`src/design/bqf_pkg.sv`:
```
// Shared types and constants for the biquad IIR filter.
// Holds the sequencer control word, the operand select codes and the register indexes.
// No dependencies.
package bqf_pkg;

   // Configuration register map.
   localparam int NUM_COEFS       = 5;
   localparam int CSR_INDEX_WIDTH = 3;

   localparam logic [CSR_INDEX_WIDTH-1:0] CSR_B0 = 3'd0;
   localparam logic [CSR_INDEX_WIDTH-1:0] CSR_B1 = 3'd1;
   localparam logic [CSR_INDEX_WIDTH-1:0] CSR_B2 = 3'd2;
   localparam logic [CSR_INDEX_WIDTH-1:0] CSR_A1 = 3'd3;
   localparam logic [CSR_INDEX_WIDTH-1:0] CSR_A2 = 3'd4;

   // Coefficient operand of the shared multiplier.
   typedef enum logic [2:0] {
      COEF_B0,
      COEF_B1,
      COEF_B2,
      COEF_A1,
      COEF_A2
   } coef_sel_type;

   // Sample operand of the shared multiplier: new input or fed-back output.
   typedef enum logic {
      SAMP_X,
      SAMP_Y
   } samp_sel_type;

   // Accumulator operation for one step.
   typedef enum logic [2:0] {
      ACC_HOLD,
      ACC_ADD_D1,
      ACC_ADD_D2,
      ACC_SUB,
      ACC_LOAD
   } acc_op_type;

   // Control word from the sequencer to the multiply-accumulate unit.
   typedef struct packed {
      logic         load_x;
      samp_sel_type samp_sel;
      coef_sel_type coef_sel;
      acc_op_type   acc_op;
      logic         load_y;
      logic         load_d1;
      logic         load_d2;
      logic         load_out;
   } ctrl_type;

endpackage

```
`src/design/bqf_mac.sv`:
```
// Shared multiply-accumulate unit of the biquad filter, with the delay terms.
// One registered multiplier, one accumulator, output rounding and saturation.
// Depends on bqf_pkg.
module bqf_mac #(
   parameter int SAMPLE_WIDTH = 16,
   parameter int COEF_WIDTH   = 32,
   parameter int STATE_WIDTH  = 48
) (
   input  logic                                           clock,
   input  logic                                           reset,
   input  bqf_pkg::ctrl_type                              ctrl,
   input  logic [SAMPLE_WIDTH-1:0]                        sample_in,
   input  logic [bqf_pkg::NUM_COEFS-1:0][COEF_WIDTH-1:0]  coefs,
   output logic [SAMPLE_WIDTH-1:0]                        sample_out,
   output logic                                           saturated
);

   localparam int PROD_W = SAMPLE_WIDTH + COEF_WIDTH;
   localparam int WIDE_W = (PROD_W > STATE_WIDTH) ? PROD_W : STATE_WIDTH;
   localparam int ACC_W  = WIDE_W + 2;
   localparam int FRAC   = COEF_WIDTH - 4;
   localparam int RND_W  = ACC_W + 1;
   localparam int SHR_W  = RND_W - FRAC;

   localparam logic [RND_W-1:0] ROUND_BIAS = RND_W'(1) << (FRAC - 1);
   localparam logic [SHR_W-1:0] Y_MAX =
      {{(SHR_W - SAMPLE_WIDTH + 1){1'b0}}, {(SAMPLE_WIDTH - 1){1'b1}}};
   localparam logic [SHR_W-1:0] Y_MIN = ~Y_MAX;
   localparam logic [ACC_W-1:0] D_MAX =
      {{(ACC_W - STATE_WIDTH + 1){1'b0}}, {(STATE_WIDTH - 1){1'b1}}};
   localparam logic [ACC_W-1:0] D_MIN = ~D_MAX;

   logic signed [SAMPLE_WIDTH-1:0] x_ff, x_in;
   logic signed [SAMPLE_WIDTH-1:0] y_ff, y_in;
   logic signed [PROD_W-1:0]       prod_ff, prod_in;
   logic signed [ACC_W-1:0]        acc_ff, acc_in;
   logic signed [STATE_WIDTH-1:0]  d1_ff, d1_in;
   logic signed [STATE_WIDTH-1:0]  d2_ff, d2_in;
   logic                           sat_ff, sat_in;

   logic signed [SAMPLE_WIDTH-1:0] samp_op;
   logic signed [COEF_WIDTH-1:0]   coef_op;
   logic signed [ACC_W-1:0]        prod_ext;
   logic signed [ACC_W-1:0]        d1_ext;
   logic signed [ACC_W-1:0]        d2_ext;
   logic        [RND_W-1:0]        rnd;
   logic signed [SHR_W-1:0]        shr;
   logic signed [SAMPLE_WIDTH-1:0] y_clip;
   logic                           y_hit;
   logic signed [STATE_WIDTH-1:0]  d_clip;
   logic                           d_hit;

   // Operand selection for the shared multiplier.
   always_comb begin
      samp_op = (ctrl.samp_sel == bqf_pkg::SAMP_Y) ? y_ff : x_ff;
      case (ctrl.coef_sel)
         bqf_pkg::COEF_B0: coef_op = coefs[bqf_pkg::CSR_B0];
         bqf_pkg::COEF_B1: coef_op = coefs[bqf_pkg::CSR_B1];
         bqf_pkg::COEF_B2: coef_op = coefs[bqf_pkg::CSR_B2];
         bqf_pkg::COEF_A1: coef_op = coefs[bqf_pkg::CSR_A1];
         bqf_pkg::COEF_A2: coef_op = coefs[bqf_pkg::CSR_A2];
         default:          coef_op = coefs[bqf_pkg::CSR_B0];
      endcase
      prod_in = samp_op * coef_op;
   end

   // Sign extension of the product and the delay terms to accumulator width.
   assign prod_ext = {{(ACC_W - PROD_W){prod_ff[PROD_W-1]}}, prod_ff};
   assign d1_ext   = {{(ACC_W - STATE_WIDTH){d1_ff[STATE_WIDTH-1]}}, d1_ff};
   assign d2_ext   = {{(ACC_W - STATE_WIDTH){d2_ff[STATE_WIDTH-1]}}, d2_ff};

   // Accumulator step.
   always_comb begin
      case (ctrl.acc_op)
         bqf_pkg::ACC_ADD_D1: acc_in = d1_ext + prod_ext;
         bqf_pkg::ACC_ADD_D2: acc_in = d2_ext + prod_ext;
         bqf_pkg::ACC_SUB:    acc_in = acc_ff - prod_ext;
         bqf_pkg::ACC_LOAD:   acc_in = prod_ext;
         default:             acc_in = acc_ff;
      endcase
   end

   // Round half up to the sample format and clip to the sample range.
   always_comb begin
      rnd = {acc_ff[ACC_W-1], acc_ff} + ROUND_BIAS;
      shr = rnd[RND_W-1:FRAC];
      if (shr > $signed(Y_MAX)) begin
         y_clip = Y_MAX[SAMPLE_WIDTH-1:0];
         y_hit  = 1'b1;
      end else if (shr < $signed(Y_MIN)) begin
         y_clip = Y_MIN[SAMPLE_WIDTH-1:0];
         y_hit  = 1'b1;
      end else begin
         y_clip = shr[SAMPLE_WIDTH-1:0];
         y_hit  = 1'b0;
      end
   end

   // Clip the accumulator to the delay term range.
   always_comb begin
      if (acc_ff > $signed(D_MAX)) begin
         d_clip = D_MAX[STATE_WIDTH-1:0];
         d_hit  = 1'b1;
      end else if (acc_ff < $signed(D_MIN)) begin
         d_clip = D_MIN[STATE_WIDTH-1:0];
         d_hit  = 1'b1;
      end else begin
         d_clip = acc_ff[STATE_WIDTH-1:0];
         d_hit  = 1'b0;
      end
   end

   // Next values of the sample, output and delay registers.
   always_comb begin
      x_in   = ctrl.load_x ? sample_in : x_ff;
      y_in   = ctrl.load_y ? y_clip : y_ff;
      d1_in  = ctrl.load_d1 ? d_clip : d1_ff;
      d2_in  = ctrl.load_d2 ? d_clip : d2_ff;
      sat_in = sat_ff;
      if (ctrl.load_x) begin
         sat_in = 1'b0;
      end else if ((ctrl.load_y && y_hit) || ((ctrl.load_d1 || ctrl.load_d2) && d_hit)) begin
         sat_in = 1'b1;
      end
   end

   // Datapath registers; only the delay terms are state that reset clears.
   always_ff @(posedge clock) begin
      x_ff    <= x_in;
      y_ff    <= y_in;
      prod_ff <= prod_in;
      acc_ff  <= acc_in;
      sat_ff  <= sat_in;
      if (reset) begin
         d1_ff <= '0;
         d2_ff <= '0;
      end else begin
         d1_ff <= d1_in;
         d2_ff <= d2_in;
      end
   end

   assign sample_out = y_ff;
   assign saturated  = sat_ff;

endmodule

```
`src/design/bqf_seq.sv`:
```
// Step sequencer of the biquad filter.
// Walks the shared multiply-accumulate unit through one item and drives its control word.
// Depends on bqf_pkg.
module bqf_seq (
   input  logic              clock,
   input  logic              reset,
   input  logic              req_valid,
   input  logic              out_free,
   output logic              req_ready,
   output bqf_pkg::ctrl_type ctrl
);

   typedef enum logic [3:0] {
      ST_IDLE,
      ST_MB0,
      ST_AY,
      ST_RY,
      ST_MA1,
      ST_MB2,
      ST_CD1,
      ST_SA2,
      ST_CD2,
      ST_FIN
   } state_type;

   state_type state_ff, state_in;
   logic      accept;

   // A new item is taken when idle, or when the last one is handed to the output register.
   assign req_ready = (state_ff == ST_IDLE) || ((state_ff == ST_FIN) && out_free);
   assign accept    = req_valid && req_ready;

   // Control word and next state for each step.
   always_comb begin
      ctrl          = '0;
      ctrl.samp_sel = bqf_pkg::SAMP_X;
      ctrl.coef_sel = bqf_pkg::COEF_B0;
      ctrl.acc_op   = bqf_pkg::ACC_HOLD;
      ctrl.load_x   = accept;
      state_in      = state_ff;
      case (state_ff)
         ST_IDLE: begin
            if (accept) state_in = ST_MB0;
         end
         ST_MB0: begin
            state_in = ST_AY;
         end
         ST_AY: begin
            ctrl.acc_op   = bqf_pkg::ACC_ADD_D1;
            ctrl.coef_sel = bqf_pkg::COEF_B1;
            state_in      = ST_RY;
         end
         ST_RY: begin
            ctrl.load_y = 1'b1;
            ctrl.acc_op = bqf_pkg::ACC_ADD_D2;
            state_in    = ST_MA1;
         end
         ST_MA1: begin
            ctrl.samp_sel = bqf_pkg::SAMP_Y;
            ctrl.coef_sel = bqf_pkg::COEF_A1;
            state_in      = ST_MB2;
         end
         ST_MB2: begin
            ctrl.acc_op   = bqf_pkg::ACC_SUB;
            ctrl.coef_sel = bqf_pkg::COEF_B2;
            state_in      = ST_CD1;
         end
         ST_CD1: begin
            ctrl.load_d1  = 1'b1;
            ctrl.acc_op   = bqf_pkg::ACC_LOAD;
            ctrl.samp_sel = bqf_pkg::SAMP_Y;
            ctrl.coef_sel = bqf_pkg::COEF_A2;
            state_in      = ST_SA2;
         end
         ST_SA2: begin
            ctrl.acc_op = bqf_pkg::ACC_SUB;
            state_in    = ST_CD2;
         end
         ST_CD2: begin
            ctrl.load_d2 = 1'b1;
            state_in     = ST_FIN;
         end
         ST_FIN: begin
            if (out_free) begin
               ctrl.load_out = 1'b1;
               state_in      = accept ? ST_MB0 : ST_IDLE;
            end
         end
         default: begin
            state_in = ST_IDLE;
         end
      endcase
   end

   // State register.
   always_ff @(posedge clock) begin
      if (reset) begin
         state_ff <= ST_IDLE;
      end else begin
         state_ff <= state_in;
      end
   end

endmodule

```
`src/design/biquad_iir_filter.sv`:
```
// Biquad IIR filter, one second-order section in transposed direct form II.
// Each item runs through the nine sequencer steps of the single shared multiplier and
// accumulator; the next is taken in the last step, once the output register is free.
// Reset (synchronous) clears the delay terms, loads b0 = 1.0 and the other coefficients 0,
// and empties the output register.
module biquad_iir_filter #(
   parameter int SAMPLE_WIDTH = 16,
   parameter int COEF_WIDTH   = 32,
   parameter int STATE_WIDTH  = 48
) (
   input  logic                                clock,
   input  logic                                reset,
   input  logic                                req_valid,
   output logic                                req_ready,
   input  logic [SAMPLE_WIDTH-1:0]             req_sample_in,
   output logic                                rsp_valid,
   input  logic                                rsp_ready,
   output logic [SAMPLE_WIDTH-1:0]             rsp_sample_out,
   output logic                                rsp_saturated,
   input  logic                                csr_valid,
   output logic                                csr_ready,
   input  logic [bqf_pkg::CSR_INDEX_WIDTH-1:0] csr_index,
   input  logic [COEF_WIDTH-1:0]               csr_data
);

   localparam logic [COEF_WIDTH-1:0] B0_RESET = COEF_WIDTH'(1) << (COEF_WIDTH - 4);
   localparam logic [bqf_pkg::NUM_COEFS-1:0][COEF_WIDTH-1:0] COEFS_RESET =
      {{((bqf_pkg::NUM_COEFS - 1) * COEF_WIDTH){1'b0}}, B0_RESET};

   logic [bqf_pkg::NUM_COEFS-1:0][COEF_WIDTH-1:0] coefs_ff, coefs_in;
   logic                                          rsp_valid_ff, rsp_valid_in;
   logic [SAMPLE_WIDTH-1:0]                       rsp_sample_ff, rsp_sample_in;
   logic                                          rsp_sat_ff, rsp_sat_in;
   bqf_pkg::ctrl_type                             ctrl;
   logic                                          out_free;
   logic [SAMPLE_WIDTH-1:0]                       mac_sample;
   logic                                          mac_sat;

   // Coefficient registers; writes to an unknown index are dropped.
   assign csr_ready = 1'b1;

   always_comb begin
      coefs_in = coefs_ff;
      if (csr_valid) begin
         case (csr_index)
            bqf_pkg::CSR_B0: coefs_in[bqf_pkg::CSR_B0] = csr_data;
            bqf_pkg::CSR_B1: coefs_in[bqf_pkg::CSR_B1] = csr_data;
            bqf_pkg::CSR_B2: coefs_in[bqf_pkg::CSR_B2] = csr_data;
            bqf_pkg::CSR_A1: coefs_in[bqf_pkg::CSR_A1] = csr_data;
            bqf_pkg::CSR_A2: coefs_in[bqf_pkg::CSR_A2] = csr_data;
            default:         coefs_in = coefs_ff;
         endcase
      end
   end

   // Output register: filled at the end of an item, emptied when the item is taken.
   assign out_free = !rsp_valid_ff || rsp_ready;

   always_comb begin
      rsp_valid_in  = ctrl.load_out || (rsp_valid_ff && !rsp_ready);
      rsp_sample_in = ctrl.load_out ? mac_sample : rsp_sample_ff;
      rsp_sat_in    = ctrl.load_out ? mac_sat : rsp_sat_ff;
   end

   always_ff @(posedge clock) begin
      rsp_sample_ff <= rsp_sample_in;
      rsp_sat_ff    <= rsp_sat_in;
      if (reset) begin
         coefs_ff     <= COEFS_RESET;
         rsp_valid_ff <= 1'b0;
      end else begin
         coefs_ff     <= coefs_in;
         rsp_valid_ff <= rsp_valid_in;
      end
   end

   // Step sequencer.
   bqf_seq u_seq (
      .clock     (clock),
      .reset     (reset),
      .req_valid (req_valid),
      .out_free  (out_free),
      .req_ready (req_ready),
      .ctrl      (ctrl)
   );

   // Shared multiply-accumulate unit with the delay terms.
   bqf_mac #(
      .SAMPLE_WIDTH (SAMPLE_WIDTH),
      .COEF_WIDTH   (COEF_WIDTH),
      .STATE_WIDTH  (STATE_WIDTH)
   ) u_mac (
      .clock      (clock),
      .reset      (reset),
      .ctrl       (ctrl),
      .sample_in  (req_sample_in),
      .coefs      (coefs_ff),
      .sample_out (mac_sample),
      .saturated  (mac_sat)
   );

   assign rsp_valid      = rsp_valid_ff;
   assign rsp_sample_out = rsp_sample_ff;
   assign rsp_saturated  = rsp_sat_ff;

endmodule
```
`config.mk`:
```
export PLATFORM = sky130hd
export DESIGN_NAME = biquad_iir_filter
export DESIGN_NICKNAME = d
export VERILOG_FILES = /design/src/design/bqf_pkg.sv /design/src/design/bqf_mac.sv /design/src/design/bqf_seq.sv /design/src/design/biquad_iir_filter.sv
export SDC_FILE = /design/constraint.sdc
export NUM_CORES = 2
export LEC_CHECK = 0
export BUFFER_PORTS_ARGS = -buffer_cell sky130_fd_sc_hd__buf_2
export CORE_MARGIN = 5
export CORE_UTILIZATION = 50
export DETAILED_ROUTE_END_ITERATION = 7
export PLACE_DENSITY = 0.67
export SYNTH_ARGS = -nofsm -noshare
export SYNTH_HDL_FRONTEND = slang
export SYNTH_SLANG_ARGS = --single-unit
```
`constraint.sdc`:
```
create_clock -name clock -period 11.3 [get_ports clock]
set_input_delay 0.565 -clock clock [delete_from_list [all_inputs] [get_ports clock]]
set_output_delay 0.565 -clock clock [all_outputs]
set_load 0.02 [all_outputs]
```
After elaboration in Yosys (flattened, before gate mapping)
Cells that the tools add are included.
{ "totals": {"word_cells": 93, "output_inout_bits": 20, "ff_bits": 409, "input_bits": 56} }
{ "classes": {"mul": 1, "muxes": 22, "reduce_logical": 23, "magnitude_cmp": 4, "n_eq_ne": 23, "addsub": 4} }
{ "ops": {"columns": ["cell", "n"], "rows": [
  ["50-bit one-hot mux with 4 select lines", 1],
  ["32-bit one-hot mux with 4 select lines", 1],
  ["48-bit by 48-bit adder with 49-bit output", 2],
  ["48-bit 2-to-1 mux", 2],
  ["50-bit by 29-bit adder with 51-bit output (second input constant)", 1],
  ["50-bit by 48-bit greater-than comparator with 1-bit output (second input constant)", 1],
  ["50-bit by 48-bit less-than comparator with 1-bit output (second input constant)", 1],
  ["50-bit by 48-bit subtractor with 50-bit output", 1],
  ["16-bit by 32-bit multiplier with 48-bit output", 1],
  ["4-bit one-hot mux with 10 select lines", 1],
  ["16-bit 2-to-1 mux", 2],
  ["3-bit one-hot mux with 4 select lines", 2],
  ["23-bit by 16-bit greater-than comparator with 1-bit output (second input constant)", 1],
  ["23-bit by 16-bit less-than comparator with 1-bit output (second input constant)", 1],
  ["3-bit by 2-bit equality test with 1-bit output (second input constant)", 6],
  ["4-bit by 3-bit equality test with 1-bit output (second input constant)", 4],
  ["2-bit AND reduction", 6],
  ["1-bit 2-to-1 mux", 11],
  ["3-bit by 1-bit equality test with 1-bit output (second input constant)", 3],
  ["3-bit equality test (second input constant)", 3],
  ["4-bit by 2-bit equality test with 1-bit output (second input constant)", 2],
  ["4-bit equality test (second input constant)", 2],
  ["4-bit 2-to-1 mux", 2],
  ["1-bit logical AND", 5],
  ["8 further kinds", 15]
]} }

Depth between registers and ports, before layout
{ "depth": {"word_depth": 8, "depth_mapped": 33, "mapped_depth_nobuf": 29} }

Hierarchy
From an unflattened synthesis, not the netlist that was laid out.
{ "unflattened": {"hier_cells": 4809, "hier_area_um2": 42288.1} }
{ "by_module_without_submodules": {"columns": ["module", "area_per_inst_um2", "instances", "seq_area_each_um2", "cells_per_inst"], "rows": [
  ["bqf_mac", 35162.5, 1, 5365.1, 4182],
  ["biquad_iir_filter", 6817.8, 1, 3733.6, 583],
  ["bqf_seq", 307.8, 1, 80.1, 44]
]} }

Least setup slack after synthesis
Ideal clock, no wire load.
{ "synth_timing": {"path_type": "register to register", "from": "reg u_seq.state_ff[2]", "to": "reg u_mac.prod_ff[46]", "path_buffers": 5, "path_stages_with_launch": 30, "setup_time_ns": 0.123, "required_ns": 11.177, "synth_period_minus_slack_ns": 7.945, "slack_ns": 3.355, "t_arrival_ns": 7.822, "path_cell_list": "dfxtp_1 clkbuf_1 and2_1 clkbuf_1 clkbuf_1 buf_1 mux2i_1 clkbuf_1 nor2_1 fa_1 inv_1 fa_1 inv_1 fa_1 inv_1 fa_1 fa_1 fa_1 inv_1 ha_1 and3_1 a31oi_1 o21ai_0 o32ai_1 o211ai_1 a221o_1 a211oi_2 o221a_2 o21ai_1 xor2_1"} }
{ "synth_between": {"elab_chain_cells": 5, "word_cells_on_any_way": 14, "cone_classes": "mul (1); eq/ne (8); mux (4); reduce/logical (1)"} }
{ "synth_lines": {"columns": ["item", "line", "source"], "rows": [
  ["from (decl)", "bqf_seq.sv:26", "state_type state_ff, state_in;"],
  ["from (signal assigned)", "bqf_seq.sv:100", "state_ff <= state_in;"],
  ["4-bit by 3-bit equality test with 1-bit output / 4-bit by 2-bit equality test with 1-bit output (equally long branches)", "bqf_seq.sv:41", "case (state_ff)"],
  ["3-bit one-hot mux with 4 select lines / 2-bit OR reduction (equally long branches)", null, null],
  ["3-bit equality test, or another cell as far along", "bqf_mac.sv:56", "case (ctrl.coef_sel)"],
  ["32-bit one-hot mux with 4 select lines / 16-bit 2-to-1 mux (equally long branches)", "bqf_mac.sv:56, bqf_mac.sv:55", null],
  ["16-bit by 32-bit multiplier with 48-bit output (*)", "bqf_mac.sv:64", "prod_in = samp_op * coef_op;"],
  ["net u_mac.prod_in[46]", "bqf_mac.sv:35", "logic signed [PROD_W-1:0] prod_ff, prod_in;"],
  ["to (signal assigned)", "bqf_mac.sv:131", "prod_ff <= prod_in;"],
  ["to (decl)", "bqf_mac.sv:35", null]
]} }
Mark *: on every way through the listed nets, which the timed path passes. The rest lies on a longest branch.
A chain may end at the register's enable or synchronous reset.

Final worst setup path
{ "layout_timing": {"from": "reg u_seq.state_ff[0]", "to": "reg u_mac.prod_ff[41]"} }
The elaborated chain is that of the path after synthesis.

==> results.py <==
metrics = {
    "outcome": {
        "outcome": "finished, final reports clean",
    },
    "routing": {
        "totalWireLength_mm": 130.4,
        "via_per_inst": 5.906,
        "dr.first_iter.drc_count": 3503,
        "drt_pre_antenna_iters": 6,
        "vias": 36050,
        "antenna_left": 0,
        "wire_per_inst_um": 21.37,
        "drc_errors": 0,
    },
    "logic_synthesis": {
        "ys_dominant_reg_cell": "dfxtp_1",
        "postSynthRegisterBits": 409,
        "synth.yosys.seq_area_share_pct": 21.92,
        "synthArstFlopShare_pct": 0,
        "netlist_instances": 5059,
        "synth_enable_flop_cells": 99,
        "synthesis.area_um2": 41880,
        "synth_nets": 5864,
        "ys.warnings.count": 0,
        "netlist-cell-type-count": 94,
        "avgSynthCellArea_um2": 8.278,
    },
    "critical_path": {
        "crit-reg2reg-launch": "u_seq.state_ff[0]",
        "critPathArrivalTime_ns": 9.83,
        "crit_path_end": "u_mac.prod_ff[41]",
        "worst-endpoint-required_ns": 11.82,
        "crit-reg2reg-capture": "u_mac.prod_ff[41]",
        "crit_path_max_fanout": 33,
        "worst_setup_path_end_kind": "register",
        "ff2ff_path_depth": 25,
        "critPathLaunchType": "register",
        "crit_path_start": "u_seq.state_ff[0]",
        "path_class": "reg -> reg",
        "reg2reg_slack_ns": 1.99,
    },
    "clock_tree": {
        "htreeDepth": 2,
        "clk_pin_slew_ns": 0.07,
        "postCtsHoldBufs": 0,
        "clkSinkCount": 409,
        "root_buffer": "clkbuf_16",
        "cts_setup_buffers": 0,
        "cts_tree": "done",
        "cts_buffers": 49,
        "worst_skew_pair.late_latency_ns": 0.63,
        "cts_resized": 0,
        "cts_buffer_depth": 3,
    },
    "global_routing": {
        "grt_antenna_before_repair": 6,
        "grt_overflow": 0,
        "maximum_number_of_pins_on_one_net_before_global_route_repair": 136,
        "grt_use_total_pct": 28.89,
        "grt_pass1_wl_mm": 205.3,
        "grt_pass1_vias": 36150,
    },
    "sta": {
        "max_clock_freq_mhz": 107.4,
        "slew_viol_final": 0,
        "final_critical_path_share_of_the_clock_period_pct": 82.36,
        "rsz_0062_raised_after_global_routing": "no",
        "remaining_max_slew_budget_at_the_tightest_pin_pct": 17.13,
        "finalWorstPathRequiredPeriod_ns": 9.307,
        "setup_violations": 0,
        "setup-tns-final_ns": 0,
        "final-hold-violation-count": 0,
        "finalClockSkew_ns": 0.01687,
        "worstMarginPinSlew_ns": 1.240,
    },
    "pwr": {
        "peakVddDrop_v": 0.0001454,
        "power_density_nw_per_um2": 194.9,
        "cellLeakagePower_nw": 19.97,
    },
    "run": {
        "drv.max_cap_violation_count": 0,
    },
    "floorplan": {
        "io_pins": 76,
        "fp.coreArea_um2": 83420,
        "die-height_um": 299.4,
        "initial_core_util_pct": 50.20,
        "die_width_um": 299.4,
        "placementRows": 106,
        "die_area_um2": 89650,
    },
    "cells_and_area": {
        "area.growth.synth_to_final_pct": 7.164,
        "num-nets-final": 5788,
        "share_of_final_layout_standard_cells_stronger_than_drive_strength_1_pct": 6.015,
        "final_common_cell": "nand2_1",
        "fin_cells": 6103,
        "mostFrequentLayoutCells": "nand2_1, inv_1, nor2_1",
    },
    "placed_design": {
        "buffer_ports.inserted": 74,
        "dp_hpwl_mm": 99.23,
        "placedCellCount": 6012,
        "gpl.final_weighted_congestion": 0.9756,
    },
    "worst_hold_path": {
        "min_path_type": "in -> reg",
    },
}
report_power, final:
group	total, mW	switching [mW]	internal (mW)
clock network	1.74	0.721	1.02
registers	2.04	0.284	1.76
logic	4.97	3.10	1.87
total	8.75	4.11	4.64
cells by family after synthesis:
kind of cell / share of synthesized area, %
compound gates: 17.44
xor+xnor: 3.911
flops: 21.92
other cells: 0.008954
mux: 1.010
simple gates: 16.13
fa+ha+maj: 31.14
buf+inv: 8.437
how the worst min path moves through the flow:
stage                         startpoint            endpoint  slack [ns]  cells after the start
floorplan           u_mac.sample_out[12]  rsp_sample_out[12]        0.42                      0
global placement            coefs_ff[61]        coefs_ff[61]        0.44                      2
detailed placement          coefs_ff[60]        coefs_ff[60]        0.45                      2
CTS                     req_sample_in[3]       u_mac.x_ff[3]        0.07                      1
global route            req_sample_in[3]       u_mac.x_ff[3]        0.09                      1
finish                  req_sample_in[3]       u_mac.x_ff[3]        0.10                      1
registers in the layout, indices dropped and copies added, names as in the netlist:
signal,count
u_mac.d1_ff,48
rsp_sample_out,16
rsp_valid,1
u_mac.d2_ff,48
u_seq.state_ff,4
u_mac.acc_ff,50
rsp_saturated,1
u_mac.prod_ff,48
u_mac.x_ff,16
coefs_ff,160
u_mac.saturated,1
u_mac.sample_out,16
cells in the mapped netlist (23+ instances only):
cell type	n	area, um2
nand2_1	772	2898
o211ai_1	23	172.7
fa_1	489	9789
a21o_1	106	795.8
a21oi_1	444	2222
clkbuf_1	225	844.6
o21ai_0	185	925.9
o2111ai_1	36	315.3
nand4_1	39	244.0
o21a_1	24	180.2
nor2_1	548	2057
edfxtp_1	99	2973
mux2i_1	25	250.2
dfxtp_1	310	6206
and2_1	24	150.1
xor2_1	72	630.6
a211oi_1	25	187.7
nand2b_1	31	193.9
o21bai_1	33	247.7
xnor2_1	115	1007
ha_1	260	3253
a22oi_1	53	397.9
nand3_1	53	265.3
o2111a_1	30	337.8
inv_1	680	2552
and3_1	32	200.2
nor3_1	34	170.2
per-layer routing:
| layer | routed length, um | track usage, % |
|---|---|---|
| met1 | 53000 | 38.36 |
| met2 | 58640 | 46.42 |
| met3 | 11580 | 4.744 |
| met4 | 7155 | 13.59 |
| met5 | 38 | 0 |
cell type report:
type	instances	area, um2
inverters	681	2556
fillers	7838	38540
diodes	2	5.005
flip-flops and latches	409	9180
repair buffers	127	777.0
multi-input cells	3715	29270
well taps	1080	1351
clock inverters	25	350.3
clock buffers	64	1386
worst max-delay path, stage by stage (launching register included):
cell,delay (ns)
dfxtp_1,0.53
nor2b_1,0.26
and2_2,0.74
a22oi_1,0.19
o2111ai_1,0.85
nand2_1,0.17
fa_1,0.55
fa_1,0.49
fa_1,0.48
fa_1,0.50
inv_1,0.05
fa_1,0.53
inv_1,0.05
fa_1,0.47
inv_1,0.04
ha_1,0.32
a21o_1,0.19
a2bb2oi_1,0.34
a21oi_1,0.16
o31ai_1,0.61
a41oi_1,0.39
o41ai_4,0.53
o21ai_0,0.19
a21oi_1,0.23
o21ai_0,0.16
xnor2_1,0.16
per-stage QoR:
| stage | utilization (%) | total power [mW] | hold slack [ns] | area (um2) | setup WS (ns) |
|---|---|---|---|---|---|
| 3_5_place_dp | 51.71 | 6.940 | 0.4465 | 43140 | 2.130 |
| 6_report | 53.80 | 8.745 | 0.1029 | 44880 | 1.993 |
| 4_1_cts | 53.79 | 8.700 | 0.06597 | 44870 | 2.093 |
| 3_3_place_gp | 51.71 | 6.884 | 0.4409 | 43140 | 2.350 |
| 2_1_floorplan | - | 5.574 | 0.4204 | 41880 | 3.355 |
| 5_1_grt | 53.79 | 9.405 | 0.09385 | 44870 | 1.531 |
Power figures use the tool's default switching activity.
